`src/sle_pkg.sv`:
```
// Shared constants for the sorted list engine: sizes, operation and status codes.
package sle_pkg;

  // Table size and derived widths
  localparam int CAPACITY = 64;
  localparam int IDX_W    = $clog2(CAPACITY);
  localparam int CNT_W    = $clog2(CAPACITY + 1);
  localparam int DATA_W   = 32;

  // Fixed result field widths
  localparam int POS_W    = 6;
  localparam int COUNT_W  = 7;

  // Operation codes
  localparam logic [1:0] OP_INSERT = 2'd0;
  localparam logic [1:0] OP_SEARCH = 2'd1;
  localparam logic [1:0] OP_REMOVE = 2'd2;

  // Status codes
  localparam logic [1:0] ST_DONE      = 2'd0;
  localparam logic [1:0] ST_NOT_FOUND = 2'd1;
  localparam logic [1:0] ST_FULL      = 2'd2;

endpackage

```
`src/sle_ram.sv`:
```
// Generic single-port-write, single-port-read RAM with registered read data.
module sle_ram #(
  parameter int WIDTH = 32,
  parameter int DEPTH = 64
) (
  input  logic                     clk,
  input  logic                     we,
  input  logic [$clog2(DEPTH)-1:0] waddr,
  input  logic [WIDTH-1:0]         wdata,
  input  logic [$clog2(DEPTH)-1:0] raddr,
  output logic [WIDTH-1:0]         rdata
);

  logic [WIDTH-1:0] mem [DEPTH];

  // Write on enable, register the read port
  always_ff @(posedge clk) begin
    if (we) begin
      mem[waddr] <= wdata;
    end
    rdata <= mem[raddr];
  end

endmodule

```
`src/sorted_list_engine.sv`:
```
// Top level of the sorted list engine: sequencer, compare unit and table memory.
//
//  Channel   Ports                               Handshake
//  --------  ----------------------------------  ------------------------------
//  request   start, op, value                    taken when start & !busy
//  result    done, status, position, entry_count done high for one cycle
//
// One request walks the table once, one entry a cycle, through the single
// read port of the table memory and one shared compare unit. Insert walks
// the held entries plus one slot past the end, search and remove walk the
// held entries; a full insert, an empty search or remove and the
// unused opcode answer without a walk. Reset empties the table at once. The
// result cannot be held off; the next request may start in the cycle it shows.
module sorted_list_engine (
  input  logic                              clk,
  input  logic                              rst,
  input  logic                              start,
  output logic                              busy,
  input  logic [1:0]                        op,
  input  logic signed [sle_pkg::DATA_W-1:0] value,
  output logic                              done,
  output logic [1:0]                        status,
  output logic [sle_pkg::POS_W-1:0]         position,
  output logic [sle_pkg::COUNT_W-1:0]       entry_count
);

  typedef enum logic {
    S_IDLE,
    S_SCAN
  } state_t;

  state_t                        state;
  logic [1:0]                    cur_op;
  logic signed [sle_pkg::DATA_W-1:0] cur_val;
  logic [sle_pkg::CNT_W-1:0]     count;
  logic [sle_pkg::CNT_W-1:0]     count_next;
  logic [sle_pkg::CNT_W-1:0]     rd_idx;
  logic [sle_pkg::CNT_W-1:0]     last;
  logic                          issuing;
  logic                          p_valid;
  logic [sle_pkg::CNT_W-1:0]     p_idx;
  logic                          hit;
  logic [sle_pkg::IDX_W-1:0]     hit_pos;
  logic [sle_pkg::DATA_W-1:0]    carry;

  logic                          we;
  logic [sle_pkg::IDX_W-1:0]     waddr;
  logic [sle_pkg::DATA_W-1:0]    wdata;
  logic [sle_pkg::DATA_W-1:0]    rdata;
  logic                          hit_now;
  logic                          final_hit;
  logic [sle_pkg::IDX_W-1:0]     final_pos;
  logic                          accept;
  logic                          quick;
  logic                          finish;

  assign busy   = (state != S_IDLE);
  assign accept = start && !busy;
  assign finish = p_valid && (p_idx == last);

  // Answer at once when no walk is needed
  always_comb begin
    quick = 1'b0;
    if (op == sle_pkg::OP_INSERT) begin
      quick = (count == sle_pkg::CNT_W'(sle_pkg::CAPACITY));
    end else if (op == sle_pkg::OP_SEARCH || op == sle_pkg::OP_REMOVE) begin
      quick = (count == '0);
    end else begin
      quick = 1'b1;
    end
  end

  // Compare the returned entry and steer the write port
  always_comb begin
    hit_now = 1'b0;
    we      = 1'b0;
    waddr   = p_idx[sle_pkg::IDX_W-1:0];
    wdata   = carry;
    if (p_valid) begin
      unique case (cur_op)
        sle_pkg::OP_INSERT: begin
          if (hit) begin
            we    = 1'b1;
            wdata = carry;
          end else if (p_idx == count || !($signed(rdata) < cur_val)) begin
            hit_now = 1'b1;
            we      = 1'b1;
            wdata   = cur_val;
          end
        end
        sle_pkg::OP_REMOVE: begin
          if (hit) begin
            we    = 1'b1;
            waddr = sle_pkg::IDX_W'(p_idx - 1'b1);
            wdata = rdata;
          end else if (rdata == cur_val) begin
            hit_now = 1'b1;
          end
        end
        default: begin
          hit_now = !hit && (rdata == cur_val);
        end
      endcase
    end
  end

  assign final_hit = hit || hit_now;
  assign final_pos = hit ? hit_pos : p_idx[sle_pkg::IDX_W-1:0];

  // Count after the walk
  always_comb begin
    count_next = count;
    if (cur_op == sle_pkg::OP_INSERT) begin
      count_next = count + 1'b1;
    end else if (cur_op == sle_pkg::OP_REMOVE && final_hit) begin
      count_next = count - 1'b1;
    end
  end

  // Sequencer, walk pipeline and registered result
  always_ff @(posedge clk) begin
    if (rst) begin
      state   <= S_IDLE;
      count   <= '0;
      issuing <= 1'b0;
      p_valid <= 1'b0;
      hit     <= 1'b0;
      done    <= 1'b0;
    end else begin
      unique case (state)
        S_IDLE: begin
          done <= accept && quick;
          if (accept) begin
            cur_op  <= op;
            cur_val <= value;
            if (quick) begin
              status      <= (op == sle_pkg::OP_INSERT) ? sle_pkg::ST_FULL
                                                        : sle_pkg::ST_NOT_FOUND;
              position    <= '0;
              entry_count <= sle_pkg::COUNT_W'(count);
            end else begin
              state   <= S_SCAN;
              rd_idx  <= '0;
              issuing <= 1'b1;
              p_valid <= 1'b0;
              hit     <= 1'b0;
              last    <= (op == sle_pkg::OP_INSERT) ? count : count - 1'b1;
            end
          end
        end
        S_SCAN: begin
          done <= finish;
          // Advance the read address
          if (issuing) begin
            p_valid <= 1'b1;
            p_idx   <= rd_idx;
            if (rd_idx == last) begin
              issuing <= 1'b0;
            end else begin
              rd_idx <= rd_idx + 1'b1;
            end
          end else begin
            p_valid <= 1'b0;
          end
          // Hold the displaced entry and the match position
          if (p_valid) begin
            carry <= rdata;
            if (hit_now) begin
              hit     <= 1'b1;
              hit_pos <= p_idx[sle_pkg::IDX_W-1:0];
            end
          end
          // Drop out with the result after the last entry
          if (finish) begin
            state       <= S_IDLE;
            count       <= count_next;
            status      <= final_hit ? sle_pkg::ST_DONE : sle_pkg::ST_NOT_FOUND;
            position    <= final_hit ? sle_pkg::POS_W'(final_pos) : '0;
            entry_count <= sle_pkg::COUNT_W'(count_next);
          end
        end
        default: begin
          state <= S_IDLE;
          done  <= 1'b0;
        end
      endcase
    end
  end

  // Table storage
  sle_ram #(
    .WIDTH(sle_pkg::DATA_W),
    .DEPTH(sle_pkg::CAPACITY)
  ) u_table (
    .clk  (clk),
    .we   (we),
    .waddr(waddr),
    .wdata(wdata),
    .raddr(rd_idx[sle_pkg::IDX_W-1:0]),
    .rdata(rdata)
  );

endmodule

```
`config.mk`:
```
export PLATFORM = sky130hd
export DESIGN_NAME = sorted_list_engine
export DESIGN_NICKNAME = d
export VERILOG_FILES = /design/src/sle_pkg.sv /design/src/sle_ram.sv /design/src/sorted_list_engine.sv
export SDC_FILE = /design/constraint.sdc
export NUM_CORES = 2
export LEC_CHECK = 0
export ABC_AREA = 1
export ABC_CLOCK_PERIOD_IN_PS = 5870
export BUFFER_PORTS_ARGS = -buffer_cell sky130_fd_sc_hd__buf_2
export CORE_ASPECT_RATIO = 1.4
export CORE_MARGIN = 2
export CORE_UTILIZATION = 27
export DETAILED_ROUTE_END_ITERATION = 8
export GPL_TIMING_DRIVEN = 0
export SLEW_MARGIN = 20
export SYNTH_ARGS = -nofsm -noshare
export SYNTH_HDL_FRONTEND = slang
export SYNTH_HIERARCHICAL = 1
export SYNTH_SLANG_ARGS = --single-unit
```
`constraint.sdc`:
```
create_clock -name clk -period 5.87 [get_ports clk]
set_clock_uncertainty 0.05 [all_clocks]
set_input_delay 0.587 -clock clk [delete_from_list [all_inputs] [get_ports clk]]
set_output_delay 0.587 -clock clk [all_outputs]
set_load 0.02 [all_outputs]
```
==> results list <==
- Aggregate global routing overflow: 0
- Die boundary width: 491 um
* Achievable frequency: 0.168 GHz
* Buffer count from post-CTS setup fixing: 0
- GRT Overall Usage: 21.8%
- Min Tclk post-route: 5.95 ns
* Cell total after placement: 12300
- STA classifies the critical path startpoint as a flip-flop.
- Lkg Pwr: 38.7 nW
* Crit-path max cell delay: 0.92 ns
- The first global-routing pass estimated 512 mm of wire.
- Number of different library cells in the post-synthesis netlist: 42
- The library cell used most frequently in the layout, excluding fill and tap cells, is nand2_1.
- Clock Sinks: 2200
- Dividing the detail-routed via count by the number of cells gives 5.26.
- Hold path start: value[23]
- Relative to the synthesized area, the layout overhead comes to 21.5%.
- In this run the number of H-tree levels came out at 4.
* Type of the most critical hold path: primary input to flip-flop
- During synthesis, Yosys emitted a total of 6 warnings.
- The initialized floorplan defines 250 standard-cell rows.
- Placed wire-length estimate after detailed placement: 276 mm
- CP Buf/Inv Count: 7
- The critical path runs through a total of 20 cells.
- Crit path required time: 6.41 ns
* Post-synthesis cell count: 7593
- The synthesized netlist occupies a cell area of 0.0898 mm^2.
- At the pin with the least slew margin, the transition time is 1.31 ns.
- The layer flagged by global routing as most heavily used is met2.
* Port Buf Inserts: 53
- Global routing consumed, on the met2 layer, 34.7% of the routing resources.
- Number of vias in the routed layout: 67200
* First-pass detailed-route iteration total: 8
* Number of cells in the finished layout apart from fillers: 12800
- Clock tree from TritonCTS: yes
- The number of antenna violations at the first check in global routing is 35.
- Crit-path max FO: 9
- During I/O placement, the number of pins put on the boundary was 54.
* Kind of cell with the highest combined delay on the critical path: simple AND/OR/NAND/NOR gates
- Clock-pin slew was measured on the worst setup and hold paths at 0.06 ns.
- Along the worst hold path, the cell count comes to 2.
- Maximum resistive drop on vdd: 0.000244 V
- Post-Synthesis Net Count: 7668
* Global-route met3 utilization: 5.48%
* Post-layout net count: 8251
- Critical path cell sequence: inv_1 > ha_1 > nand4_1 > nor3_1 > nand2_1 > nand2_1 > nand2_1 > nand2_1 > nand2_1 > nand3_2 > nand2_1 > a21oi_1 > clkbuf_1 > nand4_1 > nor4_2 > buf_4 > buf_2 > buf_2 > buf_4 > buf_2
* Violations in the final reports: negative setup slack
- Post-Syn Area per Cell: 11.8 um^2
- Logic depth of the worst register-to-register path: 20
* Routability cong.: 1.07
- Worst-case hold path end point: cur_val[23]
- Dividing the detail-routed wire length by the instance count gives 29.8 um.
* Met1 Usage GRT: 24.2%
* Number of buffers on the longest clock path: 4
- Hold_ws: 0.328 ns
- The later pin in the worst-skew pair is clocked with a latency of 0.93 ns.
- The first routing iteration left 10600 violations.
- In this run the tightest slew margin relative to its limit is 12.4%.
* Final Max Tran Viols: 0
- Pwr per Cell Area: 293 mW/mm^2
- In the routed design, unresolved DRC markers number 0.
* Most common cell on crit path: nand2_1
* TritonCTS buffer count: 210
* R2R Path Start: cur_val[11]
- Sequential cells were found to cover 73.1% of the synthesized design area.
- Critical path class: flip-flop to flip-flop
- Vert. Die Dim: 686 um
- Period utilisation layout: 101%
* Setup slack, reg-to-reg: -0.08 ns
- Setup repair after global routing missed its margin: true
* Final routed wirelength across all metal layers: 380 mm
* Floorplan die area: 0.337 mm^2
* Pin count of the biggest net entering global routing: 35
- ANT nets after route: 0
- Placeable core region: 0.331 mm^2
- Effective utilization at floorplan: 27.1%
- Final setup violating endpoints: 9
- In the post-route analysis, the smallest setup slack over all paths is -0.0805 ns.
* Destination of the worst register-to-register timing path: u_table/mem[50][21]
* Status: finished with violations
- In this run, synthesis produced a sequential element count of 2200.
- The slowest stage of the critical path is the nor4_2 cell.
- Highest-count cells in the layout ignoring fill and taps: nand2_1 (2400), edfxtp_1 (2156), nand3_1 (1931), buf_2 (381), clkbuf_16 (212)
- Fraction of layout instances using a drive strength above 1: 13.2%
- Root Buffer Master: clkbuf_16
- Vias in the first global route: 62500
- The final hold violation count was 0.
* Crit path arrival time: 6.49 ns
* Count of max-cap constraint violations: 0
- Worst setup EP type: flip-flop
power by group:
group	switching [mW]	internal, mW	total (mW)	leakage [nW]
clock network	6.04	7.58	13.6	3.22
registers	0.0312	17.0	17.1	19.8
logic	0.939	0.295	1.23	15.7
per-layer routing:
metal / vias up / wire length (um)
li1: 28200 / -
met1: 32800 / 124000
met2: 4870 / 173000
met3: 1330 / 42900
met4: 10 / 41000
met5: - / 54
timing repair:
| item | CTS | global route |
|---|---|---|
| hold buffers | 36 | 0 |
| hold endpoints to repair | 36 | 0 |
| resized for setup | 0 | 1 |
| setup endpoints to repair | 0 | 12 |
logic make-up after synthesis:
group / synth area share, %
AO/OA/AOI/OAI: 1.31
buffers and inverters: 3.22
flip-flops: 73.1
adder cells (fa/ha/maj): 0.529
AND/OR/NAND/NOR: 21.7
XOR/XNOR: 0.215
final cells by class:
class	instances	area [um^2]
flip-flops and latches	2200	65600
diodes	18	45.0
repair buffers	371	6150
inverters	131	494
well taps	4410	5520
plain buffers	484	2420
fillers	32400	222000
multi-input cells	4778	22200
clock buffers	261	5520
clock inverters	114	1130
sequential cells by signal (all words and copies together) (netlist names), 7 cells and up:
name	count
carry	32
u_table/rdata	32
p_idx	7
cur_val	32
u_table/mem	2048
last	7
rd_idx	7
count	7
entry_count	7
how the worst max path moves through the flow:
stage | from | end | slack [ns]
floorplan | cur_val[31] | u_table/mem[48][0] | 0.1
CTS | cur_val[11] | u_table/mem[54][10] | 0.25
finish | cur_val[11] | u_table/mem[50][21] | -0.08
detailed placement | cur_val[11] | u_table/mem[54][21] | 0.30
global route | cur_val[11] | u_table/mem[55][10] | -0.15
global placement | cur_val[11] | u_table/mem[51][21] | -7.93
through the flow:
stage          setup TNS (ns)  area, um^2  util, %  power (mW)  setup WS, ns
2_1_floorplan               0       89800        -        18.0        0.0952
5_1_grt                 -1.16      109000     32.9        32.6        -0.153
3_5_place_dp                0      102000     30.8        18.6         0.296
4_1_cts                     0      109000     32.9        31.9         0.254
3_3_place_gp                -       95600     28.9        18.5         -7.93
6_report               -0.480      109000     32.9        31.9       -0.0805
cells in the mapped netlist (all sizes together):
cell	instances	area, um^2
ha	38	475
clkbuf	107	405
o21a	3	22.5
a2111oi	1	8.76
o21ai	92	460
xor2	13	114
a31oi	13	81.3
buf	377	2000
nand4	19	125
xnor2	9	78.8
a211oi	6	75.1
nand2	2404	9040
o22ai	5	31.3
clkinv	3	11.3
nor3b	1	12.5
a21o	1	7.51
nor2	133	509
a41oi	1	8.76
o211ai	9	67.6
o31ai	1	7.51
edfxtp	2156	64700
nor3	6	35.0
nand3	1932	9670
dfxtp	44	881
inv	128	483
a21oi	79	395
nor4	11	68.8
a221oi	1	8.76
No activity file was read; power rests on OpenSTA's default activity.
